File: src/rtl/core/mcst_pkg.sv
// ============================================================================
// mcst_pkg
// Shared types and fixed field widths of the multi-cause survival tracker.
// ============================================================================
package mcst_pkg;

    localparam int AXIS_W     = 3;   // cause index field
    localparam int AMOUNT_W   = 24;  // count or level fraction field
    localparam int POP_W      = 24;  // population and removed count
    localparam int REF_W      = 24;  // reference population register
    localparam int AXES_CFG_W = 4;   // axes_in_use register

    // Register indexes on the configuration port (byte address 4*index)
    localparam logic REG_REF_POP = 1'b0;
    localparam logic REG_AXES    = 1'b1;

    // Request modes
    localparam logic MODE_REMOVE = 1'b0;
    localparam logic MODE_LEVEL  = 1'b1;

    typedef struct packed {
        logic                mode;
        logic [AXIS_W-1:0]   axis;
        logic [AMOUNT_W-1:0] amount;
        logic                last_level;
    } t_in_req;

    typedef struct packed {
        logic [POP_W-1:0] removed;
        logic [POP_W-1:0] population;
        logic             axis_error;
    } t_out_rsp;

endpackage

File: src/rtl/core/multi_cause_survival_tracker.sv
// ============================================================================
// multi_cause_survival_tracker
// Per-cause mortality fractions with a shared multiplier and a bit-serial
// divider under one sequencer.
// ============================================================================
// Usage:
//   Input channel (i_in_valid / o_in_ready, payload i_in_data) takes one request:
//   a remove (count charged against a cause) or a level (fraction compounded
//   into a cause). Output channel (o_out_valid / i_out_ready, o_out_data) gives
//   at most one result per request; a level request that is not the last of a
//   run and hits a valid axis gives none.
//   One request at a time; o_in_ready is high only when the sequencer is idle.
//   The time per request is set by the survival product, one cause per cycle
//   through the single multiplier, and, for a remove, the divider, one
//   quotient bit per cycle. The result sits in an output register; a new
//   request is accepted while it waits, and the sequencer only holds in its
//   final step if that register is still full. Reset clears all fractions
//   to zero, the reference population to 1 and axes_in_use to 1.
//   Configuration writes are to be made by the user only while the block is
//   idle; the block itself does not enforce this.
// ============================================================================
module multi_cause_survival_tracker #(
    parameter int MAX_AXES  = 8,
    parameter int FRAC_BITS = 16
) (
    input  logic                 i_clk,
    input  logic                 i_rst_n,
    // request channel
    input  logic                 i_in_valid,
    output logic                 o_in_ready,
    input  mcst_pkg::t_in_req    i_in_data,
    // result channel
    output logic                 o_out_valid,
    input  logic                 i_out_ready,
    output mcst_pkg::t_out_rsp   o_out_data,
    // configuration port
    input  logic                 psel,
    input  logic                 penable,
    input  logic                 pwrite,
    input  logic [2:0]           paddr,
    input  logic [31:0]          pwdata,
    output logic [31:0]          prdata,
    output logic                 pready
);

    // ------------------------------------------------------------------
    // Widths
    // ------------------------------------------------------------------
    localparam int FW   = FRAC_BITS + 1;                       // fraction / product
    localparam int MW   = (FW > mcst_pkg::REF_W) ? FW : mcst_pkg::REF_W; // mult operand
    localparam int SW   = mcst_pkg::REF_W + FW;                // ref * product
    localparam int NCW  = SW + 1 - FRAC_BITS;                  // rounded-up population
    localparam int CW   = $clog2(MAX_AXES + 1);                // cause counter
    localparam int IW   = (MAX_AXES > 1) ? $clog2(MAX_AXES) : 1;
    localparam int DCW  = $clog2(FW);                          // divider step counter

    localparam logic [FW-1:0] ONE_FW   = {1'b1, {FRAC_BITS{1'b0}}};
    localparam logic [MW-1:0] ONE_MW   = MW'(ONE_FW);
    localparam logic [SW:0]   ROUND_UP = (SW+1)'({FRAC_BITS{1'b1}});

    // ------------------------------------------------------------------
    // Sequencer states
    // ------------------------------------------------------------------
    localparam logic [3:0] ST_IDLE  = 4'd0;
    localparam logic [3:0] ST_SOLD  = 4'd1;   // product over all causes, before update
    localparam logic [3:0] ST_OSC   = 4'd2;   // old scaled population
    localparam logic [3:0] ST_QPASS = 4'd3;   // product skipping the addressed cause
    localparam logic [3:0] ST_QSC   = 4'd4;   // cap = ref * Q
    localparam logic [3:0] ST_DINIT = 4'd5;   // clip the request to the cap
    localparam logic [3:0] ST_DIV   = 4'd6;   // one quotient bit per cycle
    localparam logic [3:0] ST_UPD   = 4'd7;   // saturating fraction update
    localparam logic [3:0] ST_SNEW  = 4'd8;   // product after update
    localparam logic [3:0] ST_NSC   = 4'd9;   // new scaled population
    localparam logic [3:0] ST_CEIL  = 4'd10;  // round population up
    localparam logic [3:0] ST_FIN   = 4'd11;  // load output register
    localparam logic [3:0] ST_LVL   = 4'd12;  // level compounding

    // ------------------------------------------------------------------
    // Registers
    // ------------------------------------------------------------------
    logic [3:0]                       r_state;
    logic [mcst_pkg::REF_W-1:0]       r_ref_cfg;
    logic [mcst_pkg::AXES_CFG_W-1:0]  r_axes_cfg;
    logic [FW-1:0]                    r_frac [MAX_AXES];

    mcst_pkg::t_in_req                r_req;
    logic [mcst_pkg::REF_W-1:0]       r_ref;
    logic [CW-1:0]                    r_nact;
    logic                             r_err;
    logic [CW-1:0]                    r_cnt;
    logic [FW-1:0]                    r_s;      // running survival product
    logic [SW-1:0]                    r_old;    // old unrounded population
    logic [SW-1:0]                    r_sc;     // population to round up
    logic [SW-1:0]                    r_cap;
    logic [SW:0]                      r_rem;
    logic [FW-1:0]                    r_q;
    logic [DCW-1:0]                   r_dcnt;
    logic [NCW-1:0]                   r_nc;

    logic                             r_out_valid;
    mcst_pkg::t_out_rsp               r_out;

    // ------------------------------------------------------------------
    // Config port: APB, always ready
    // ------------------------------------------------------------------
    logic cfg_wr;
    assign pready = 1'b1;
    assign cfg_wr = psel && penable && pwrite;

    always_comb begin
        unique case (paddr[2])
            mcst_pkg::REG_REF_POP: prdata = 32'(r_ref_cfg);
            mcst_pkg::REG_AXES:    prdata = 32'(r_axes_cfg);
            default:               prdata = '0;
        endcase
    end

    // ------------------------------------------------------------------
    // Datapath helpers
    // ------------------------------------------------------------------
    logic            in_acc;
    logic [CW-1:0]   nact_in;
    logic            err_in;
    logic            in_pass;
    logic [IW-1:0]   axis_idx;
    logic [IW-1:0]   rd_idx;
    logic [FW-1:0]   f_rd;
    logic [FW-1:0]   f_rest;
    logic            skip;
    logic            pass_done;
    logic [MW-1:0]   lvl;
    logic [MW-1:0]   mul_a;
    logic [MW-1:0]   mul_b;
    logic [2*MW-1:0] mul_p;
    logic [SW:0]     want;
    logic            div_bit;
    logic [SW:0]     rem_sub;
    logic [FW:0]     f_sum;
    logic [SW:0]     ceil_sum;
    logic [SW:0]     nc_scaled;
    logic [SW:0]     old_ext;
    logic [SW:0]     diff;
    logic            out_free;

    assign in_acc = i_in_valid && o_in_ready;

    // Effective cause count: values above MAX_AXES act as MAX_AXES
    assign nact_in = (32'(r_axes_cfg) > 32'(MAX_AXES)) ? CW'(MAX_AXES) : CW'(r_axes_cfg);
    assign err_in  = 32'(i_in_data.axis) >= 32'(nact_in);

    assign in_pass   = (r_state == ST_SOLD) || (r_state == ST_QPASS) || (r_state == ST_SNEW);
    assign axis_idx  = IW'(r_req.axis);
    assign rd_idx    = in_pass ? r_cnt[IW-1:0] : axis_idx;
    assign f_rd      = r_frac[rd_idx];
    assign f_rest    = ONE_FW - f_rd;
    assign skip      = (r_state == ST_QPASS) && (32'(r_cnt) == 32'(r_req.axis));
    assign pass_done = (r_cnt == r_nact);

    // Level fraction saturates at 1.0
    assign lvl = (MW'(r_req.amount) > ONE_MW) ? ONE_MW : MW'(r_req.amount);

    // Shared multiplier
    always_comb begin
        mul_a = '0;
        mul_b = '0;
        if (in_pass) begin
            mul_a = MW'(r_s);
            mul_b = skip ? ONE_MW : MW'(f_rest);
        end else if ((r_state == ST_OSC) || (r_state == ST_QSC) || (r_state == ST_NSC)) begin
            mul_a = MW'(r_ref);
            mul_b = MW'(r_s);
        end else if (r_state == ST_LVL) begin
            mul_a = lvl;
            mul_b = MW'(f_rest);
        end
    end
    assign mul_p = mul_a * mul_b;

    // Restoring divider step
    assign want    = (SW+1)'(r_req.amount) << FRAC_BITS;
    assign div_bit = r_rem >= {1'b0, r_cap};
    assign rem_sub = div_bit ? (r_rem - {1'b0, r_cap}) : r_rem;

    assign f_sum     = (FW+1)'(f_rd) + (FW+1)'(r_q);
    assign ceil_sum  = (SW+1)'(r_sc) + ROUND_UP;
    assign nc_scaled = (SW+1)'(r_nc) << FRAC_BITS;
    assign old_ext   = (SW+1)'(r_old);
    assign diff      = old_ext - nc_scaled;
    assign out_free  = !r_out_valid || i_out_ready;

    // ------------------------------------------------------------------
    // Config registers and fraction store
    // ------------------------------------------------------------------
    always_ff @(posedge i_clk) begin
        if (!i_rst_n) begin
            r_ref_cfg  <= mcst_pkg::REF_W'(1);
            r_axes_cfg <= mcst_pkg::AXES_CFG_W'(1);
            for (int i = 0; i < MAX_AXES; i++) begin
                r_frac[i] <= '0;
            end
        end else begin
            if (cfg_wr) begin
                unique case (paddr[2])
                    mcst_pkg::REG_REF_POP: r_ref_cfg  <= pwdata[mcst_pkg::REF_W-1:0];
                    mcst_pkg::REG_AXES:    r_axes_cfg <= pwdata[mcst_pkg::AXES_CFG_W-1:0];
                    default:               ;
                endcase
            end
            if (r_state == ST_UPD) begin
                r_frac[axis_idx] <= (f_sum > (FW+1)'(ONE_FW)) ? ONE_FW : f_sum[FW-1:0];
            end else if (r_state == ST_LVL) begin
                // f + lvl*(1-f) never exceeds 1.0
                r_frac[axis_idx] <= f_rd + mul_p[FRAC_BITS +: FW];
            end
        end
    end

    // ------------------------------------------------------------------
    // Sequencer
    // ------------------------------------------------------------------
    always_ff @(posedge i_clk) begin
        if (!i_rst_n) begin
            r_state     <= ST_IDLE;
            r_out_valid <= 1'b0;
        end else begin
            // final step reloads the register itself
            if (r_out_valid && i_out_ready && (r_state != ST_FIN)) begin
                r_out_valid <= 1'b0;
            end
            unique case (r_state)
                ST_IDLE: begin
                    if (in_acc) begin
                        r_state <= ST_SOLD;
                    end
                end
                ST_SOLD: begin
                    if (pass_done) begin
                        r_state <= ST_OSC;
                    end
                end
                ST_OSC: begin
                    // zero reference: old population is 0, nothing to update
                    if (r_err || (r_req.mode == mcst_pkg::MODE_REMOVE && r_ref == '0)) begin
                        r_state <= ST_CEIL;
                    end else if (r_req.mode == mcst_pkg::MODE_LEVEL) begin
                        r_state <= ST_LVL;
                    end else begin
                        r_state <= ST_QPASS;
                    end
                end
                ST_QPASS: begin
                    if (pass_done) begin
                        r_state <= ST_QSC;
                    end
                end
                ST_QSC: begin
                    // no survivors outside this cause, or none at all: no update
                    if (r_s == '0 || r_old == '0) begin
                        r_state <= ST_CEIL;
                    end else begin
                        r_state <= ST_DINIT;
                    end
                end
                ST_DINIT: r_state <= ST_DIV;
                ST_DIV: begin
                    if (r_dcnt == DCW'(FW - 1)) begin
                        r_state <= ST_UPD;
                    end
                end
                ST_UPD:  r_state <= ST_SNEW;
                ST_SNEW: begin
                    if (pass_done) begin
                        r_state <= ST_NSC;
                    end
                end
                ST_NSC:  r_state <= ST_CEIL;
                ST_CEIL: r_state <= ST_FIN;
                ST_FIN: begin
                    if (out_free) begin
                        r_out_valid <= 1'b1;
                        r_state     <= ST_IDLE;
                    end
                end
                ST_LVL: begin
                    r_state <= r_req.last_level ? ST_SNEW : ST_IDLE;
                end
                default: r_state <= ST_IDLE;
            endcase
        end
    end

    // ------------------------------------------------------------------
    // Datapath registers
    // ------------------------------------------------------------------
    always_ff @(posedge i_clk) begin
        unique case (r_state)
            ST_IDLE: begin
                if (in_acc) begin
                    r_req  <= i_in_data;
                    r_ref  <= r_ref_cfg;
                    r_nact <= nact_in;
                    r_err  <= err_in;
                    r_s    <= ONE_FW;
                    r_cnt  <= '0;
                end
            end
            ST_SOLD, ST_QPASS, ST_SNEW: begin
                if (!pass_done) begin
                    r_s   <= mul_p[FRAC_BITS +: FW];
                    r_cnt <= r_cnt + CW'(1);
                end
            end
            ST_OSC: begin
                r_old <= mul_p[SW-1:0];
                r_sc  <= mul_p[SW-1:0];
                r_s   <= ONE_FW;
                r_cnt <= '0;
            end
            ST_QSC: begin
                r_cap <= mul_p[SW-1:0];
            end
            ST_DINIT: begin
                r_rem  <= (want > {1'b0, r_cap}) ? {1'b0, r_cap} : want;
                r_q    <= '0;
                r_dcnt <= '0;
            end
            ST_DIV: begin
                r_rem  <= rem_sub << 1;
                r_q    <= {r_q[FW-2:0], div_bit};
                r_dcnt <= r_dcnt + DCW'(1);
            end
            ST_UPD, ST_LVL: begin
                r_s   <= ONE_FW;
                r_cnt <= '0;
            end
            ST_NSC: begin
                r_sc <= mul_p[SW-1:0];
            end
            ST_CEIL: begin
                r_nc <= ceil_sum[SW:FRAC_BITS];
            end
            ST_FIN: begin
                if (out_free) begin
                    r_out.population <= r_nc[mcst_pkg::POP_W-1:0];
                    r_out.axis_error <= r_err;
                    if (r_req.mode == mcst_pkg::MODE_REMOVE && !r_err && old_ext >= nc_scaled) begin
                        r_out.removed <= diff[FRAC_BITS +: mcst_pkg::POP_W];
                    end else begin
                        r_out.removed <= '0;
                    end
                end
            end
            default: ;
        endcase
    end

    assign o_in_ready  = (r_state == ST_IDLE);
    assign o_out_valid = r_out_valid;
    assign o_out_data  = r_out;

    // ------------------------------------------------------------------
    // Assertions
    // ------------------------------------------------------------------
    // divider remainder stays below twice the divisor
    a_div_rem: assert property (@(posedge i_clk) disable iff (!i_rst_n)
        (r_state == ST_DIV) |-> (r_rem < ({1'b0, r_cap} << 1)))
        else $error("divider remainder out of range");

    // quotient never exceeds 1.0 since the request is clipped to the cap
    a_q_le_one: assert property (@(posedge i_clk) disable iff (!i_rst_n)
        (r_state == ST_UPD) |-> (r_q <= ONE_FW))
        else $error("fraction increment above 1.0");

    // a flagged axis never reports a removal
    a_err_removed: assert property (@(posedge i_clk) disable iff (!i_rst_n)
        (o_out_valid && o_out_data.axis_error) |-> (o_out_data.removed == '0))
        else $error("removal reported on flagged axis");

    // a result only appears from the final sequencer step
    a_out_src: assert property (@(posedge i_clk) disable iff (!i_rst_n)
        $rose(o_out_valid) |-> ($past(r_state) == ST_FIN))
        else $error("result raised outside final step");

endmodule
File: config.mk
export PLATFORM = sky130hd
export DESIGN_NAME = multi_cause_survival_tracker
export DESIGN_NICKNAME = d
export VERILOG_FILES = /design/src/rtl/core/mcst_pkg.sv /design/src/rtl/core/multi_cause_survival_tracker.sv
export SDC_FILE = /design/constraint.sdc
export NUM_CORES = 2
export LEC_CHECK = 0
export ABC_AREA = 0
export BUFFER_PORTS_ARGS = -buffer_cell sky130_fd_sc_hd__buf_2
export CORE_UTILIZATION = 35
export DETAILED_ROUTE_END_ITERATION = 16
export PLACE_DENSITY_LB_ADDON = 0.2
export SLEW_MARGIN = 5
export SYNTH_ARGS = -nofsm -noshare
export SYNTH_HDL_FRONTEND = slang
export SYNTH_SLANG_ARGS = --single-unit
File: constraint.sdc
create_clock -name i_clk -period 13.05 [get_ports i_clk]
set_input_delay 2.61 -clock i_clk [delete_from_list [all_inputs] [get_ports i_clk]]
set_output_delay 2.61 -clock i_clk [all_outputs]
set_load 0.03 [all_outputs]
Word-level counts from Yosys, hierarchy flattened

Memory sizes are Yosys's and may differ from the RTL's.
Cells that the tools add are included.

Word-level logic and storage cells: 149
Output and inout port bits: 84
Memories: 1
Bits in registers: 374
RAM bits: 136
Input port bits: 71

$add $sub $neg: 8
Magnitude comparators: 7
Bitwise gates (word level): 3
$mul: 1
Reductions and logical operators: 34
Muxes and demuxes: 49
Equal/unequal tests: 23

Memory list:

| memory | words | bits a word | rd ports | clocked after memory_dff | write ports | line                               | source |
|---|---|---|---|---|---|---|---|
| r_frac | 8     | 17          | 1        | 0                        | 8           | multi_cause_survival_tracker.sv:84 | `logic [FW-1:0] r_frac [MAX_AXES];` |

Operator list:

| operator               | count |
|---|---|
| $mux 17                | 8 |
| $mux 24                | 5 |
| $pmux 42 s2            | 1 |
| $mux 41                | 2 |
| $pmux 32 s2            | 1 |
| $mux 4                 | 13 |
| $pmux 4 s13            | 1 |
| $pmux 17 s3            | 1 |
| $add 41x16->42 const B | 1 |
| $ge 41x42->1           | 1 |
| $ge 42x41->1           | 1 |
| $gt 40x41->1           | 1 |
| $logic_not 41->1       | 1 |
| $mul 24x24->41         | 1 |
| $sub 41x41->41         | 1 |
| $sub 40x40->40         | 1 |
| $pmux 17 s2            | 1 |
| $gt 24x17->1 const B   | 1 |
| $logic_not 24->1       | 1 |
| $eq 4x4->1 const B     | 5 |
| $add 17x17->18         | 1 |
| $gt 18x17->1 const B   | 1 |
| $add 17x17->17         | 1 |
| $logic_not 17->1       | 1 |
| other kinds (32)       | 73 |

Depth between registers and ports, before layout

An unclocked memory read counts as a cell.

Word-level depth: 13
Depth in mapped cells: 50
Gate-level depth less buffers: 46

Least setup slack after synthesis

No wires, ideal clock.

Path kind: flip-flop to flip-flop
Start point: register r_state[3]
End point: memory r_frac[0][15] (netlist bit), data pin
Buffers on the path: 4
Setup slack: 174 ps
Stages on the path, launching flop included: 42
Arrival: 12603 ps
Data required time: 12777 ps
Clock period less this slack: 12876 ps
Path through: dfxtp_1 > buf_2 > nand2b_1 > nor3_1 > or2_2 > clkbuf_1 > clkbuf_1 > a21oi_1 > a21oi_1 > clkbuf_1 > nand2_1 > fa_1 > inv_1 > fa_1 > inv_1 > fa_1 > fa_1 > fa_1 > [... 6 more ...] > and4_1 > nand4_1 > or3b_2 > nand2_1 > o22a_1 > a21oi_1 > o21bai_1 > xor2_1 > ha_1 > o21ai_0 > a21oi_1 > o21ai_0 > o21ai_0 > o41ai_1 > o21ai_0 > xor2_1 > a22oi_1 > nor2_1

RTL lines:

| element                | line                                | source |
|---|---|---|
| start, declared        | multi_cause_survival_tracker.sv:81  | `logic [3:0] r_state;` |
| start signal, assigned | multi_cause_survival_tracker.sv:285 | `r_state <= r_req.last_level ? ST_SNEW : ST_IDLE;` |
| end, declared          | multi_cause_survival_tracker.sv:84  |  |

==> metrics.md <==
| Metric | Value |
|---|---|
| Synthesized cell area | between 40000 and 50000 sq um |
| Share of layout cells above drive strength 1 | 0.1020 |
| Reg-to-Reg Start | r_state[3] |
| Insertion delay of the later-clocked pin in the worst-skew pair | about 0.70 ns |
| H-tree lvl count | 2 |
| Fin. Hold Viols | 0 |
| Critical Setup Path Class | reg2reg |
| Die boundary width | roughly 350 um |
| Ratio of final minimum period to clock period | 0.9443 |
| Worst Min Path Start | r_nc[19] |
| Final setup violating endpoints | 0 |
| Count of final max-slew check failures | 0 |
| Fill cell instance count of the final layout | between 10k and 15k |
| Nets@finish | between 5k and 6k |
| EDFF count, synth | 477 |
| Hold Path End | o_out_data[20] |
| Data arrival at the endpoint of the critical path | 12.72 ns |
| Critical Path Source Type | flop |
| Fraction of post-synthesis cell area in the top cell type by area | 0.3394 |
| Die height | 349.3 um |
| Final Routed Wirelength | 135.2 mm |
| Biggest fanout along the worst timing path | 45 |
| Sum of overflow across all layers after global routing | 0 |
| Via count of the first global-routing pass | roughly 32k |
| Final critical-path required period | between 10 and 15 ns |
| Initial drt markers | roughly 2.9k |
| Register area share after synthesis | 0.3550 |
| Starting utilization of the core area | 0.3523 |
| Highest clock rate | ~81 MHz |
| CP Buf/Inv Count | 9 |
| Category of the worst setup path capture point | flop |
| Global Route Usage Sum | 0.2215 |
| Async SR Flop Fraction | 0 |
| Most numerous cell on the critical path | sky130_fd_sc_hd__fa_1 |
| Clock root buffer master | sky130_fd_sc_hd__clkbuf_16 |
| I/O pin cnt | 155 |
| Slew @ Worst Pin | 1.191 ns |
| WP data required | about 13 ns |
| WHS Path Cells | 0 |
| Final estimated routing congestion in global placement | around 0.95 |
| Number of buffers created by CTS | 59 |
| Number of input and output port buffers inserted | about 140 |
| Global-route wire length before repair | 202.7 mm |
| Relative slew slack | 0.2017 |
| Count of state elements after synthesis | 510 |
| Library cell with the highest instance count after synthesis | sky130_fd_sc_hd__inv_1 |
| Synthesis-to-finish area growth | 12.16% |
| CTS sink count | 510 |
| Destination of the worst register-to-register timing path | r_frac[2][16] |
| Maximum count of clock buffers along a single path | 3 |
| Post-detail-place hpwl | about 100 mm |
| Routed len/inst | approximately 22 um |
| Worst R2R Setup Slack | 0.73 ns |
| Synth Warn # | 0 |
| Predominant post-synthesis flop cell | sky130_fd_sc_hd__edfxtp_1 |
| TritonCTS clock tree | done |
| Pin count of the biggest net entering global routing | a little under 60 |
| Family with the most delay on the worst path | adder cells |
| Synth Area per Inst | roughly 10 sq um |
| Hold/Removal Path Class | reg2reg |
| R2r worst-path depth | 46 |
| Max stage delay on crit path | between 0.6 and 0.7 ns |
| Yosys cell types | 90 |
| Post-synth top cells | sky130_fd_sc_hd__inv_1, sky130_fd_sc_hd__nor2_1, sky130_fd_sc_hd__edfxtp_1 |
| Result of the run | complete, no violations |
| Via count | between 30k and 40k |
| Area inside the core boundary | ~120000 sq um |
| Clock transition at the registers of the reported paths | about 0.060 ns |
| Overall die area | 122000 sq um |
| DRC viols | 0 |
| Cell taking the most area after synthesis | sky130_fd_sc_hd__edfxtp_1 |
| Post-synthesis instance total | 4253 |
| Number of detailed-routing iterations run before antenna repair | 8 |
| Remaining antenna violation count | 0 |
| Max stage delay cell, worst path | sky130_fd_sc_hd__or4_1 |
| Unrepaired setup endpoints after global routing | false |
| Number of vias per cell after detailed routing | about 5.3 |
| Max Cap Viol | 0 |
| Core Rows | 127 |
| Initial antenna violation count | 1 |
| Leading post-synthesis cells by cell area | sky130_fd_sc_hd__edfxtp_1, sky130_fd_sc_hd__fa_1, sky130_fd_sc_hd__ha_1 |
| Max Clock Skew | slightly above 0.07 ns |
| Sum of negative setup slack | 0 ns |
placed cells by master (no fill, tap or decap), drive strengths merged, types with 10 or more instances in the layout:
cell type / count
inv: 548
nor2: 481
edfxtp: 477
nand2: 365
fa: 333
ha: 317
buf: 266
a21oi: 170
o21ai: 167
mux2i: 135
xnor2: 104
nand3: 73
and2: 72
nor3: 70
clkbuf: 66
o22ai: 53
nor2b: 52
nor4: 49
a21o: 45
xor2: 41
nand4: 40
nand2b: 39
a31oi: 33
dfxtp: 33
a22oi: 33
o211ai: 31
a21boi: 30
a211oi: 28
clkinv: 27
or2: 25
mux2: 25
a211o: 19
o21a: 19
and3: 16
o21bai: 13
or3: 10
final cells by class:
type / count / area [sq um] / area share
Inverter: 546 / 2049 / 0.04329
Multi-Input combinational cell: 3019 / 24590 / 0.5195
Clock buffer: 66 / 1503 / 0.03174
Sequential cell: 510 / 14980 / 0.3165
Clock inverter: 43 / 455.4 / 0.009620
Timing Repair Buffer: 266 / 1734 / 0.03663
Antenna cell: 2 / 5.005 / 0.0001057
Tap cell: 1612 / 2017 / 0.04260
worst max path at each step:
stage | slack (ns) | end | cells past startpoint | from
floorplan | 0.17 | r_frac[0][15] | 41 | r_state[3]
global placement | 0.16 | r_frac[2][15] | 43 | r_state[3]
detailed placement | 0.09 | r_frac[6][15] | 43 | r_state[3]
CTS | 0.27 | r_frac[6][15] | 43 | r_state[3]
global route | 0.04 | r_frac[2][15] | 45 | r_state[3]
finish | 0.73 | r_frac[2][16] | 46 | r_state[3]
repair_timing:
item                                   in CTS  in global routing
setup endpoints to repair                   8                 24
endpoints found under the hold margin       0                  0
pin swaps                                   0                  4
resized for setup                           1                  8
setup buffers                               0                 13
hold buffers                                0                  0
per-layer routing:
metal / up-vias / track usage / share of wire
li1: 14910 / - / -
met1: 15980 / 0.3145 / 0.46
met2: 1140 / 0.3473 / 0.45
met3: 186 / 0.03406 / 0.070
met4: 0 / 0.06328 / 0.028
met5: - / 0 / 0
state kept, by name, indices dropped and copies added (netlist names), 26 cells and up:
name and count:
r_frac 136, o_out_data 49, r_rem 42, r_cap 41, r_old 41, r_sc 41, r_nc 26, r_req 26
logic make-up (layout without fill, tap and decap cells):
kind of cell / count (synthesis) / after routing / share of synthesized area
xor gates and xnor gates: 145 / 145 / 0.03009
adders and majority gates: 650 / 650 / 0.2519
and+or+nand+nor: 1328 / 1328 / 0.1455
muxes: 160 / 160 / 0.03925
DFF: 510 / 510 / 0.3550
other: 2 / 11 / 0.0001779
buffers and inverters: 731 / 921 / 0.06759
AOI/OAI and AO/OA: 727 / 727 / 0.1105
stage by stage:
stage	util	cells	hold WS, ns	instance area, sq um	worst slack [ns]
after floorplan	-	4260	0.4223	42240	0.1737
after global placement	0.3772	5940	0.4348	45190	0.1581
after detailed placement	0.3772	5940	0.4370	45190	0.08533
after CTS	0.3936	6049	0.4520	47160	0.2660
after global routing	0.3951	6062	0.4622	47340	0.04412
final	0.3951	6064	0.4478	47340	0.7272
Power is not shown: default switching activity piles up to over one toggle a cycle in this logic, so the estimate is an artifact.
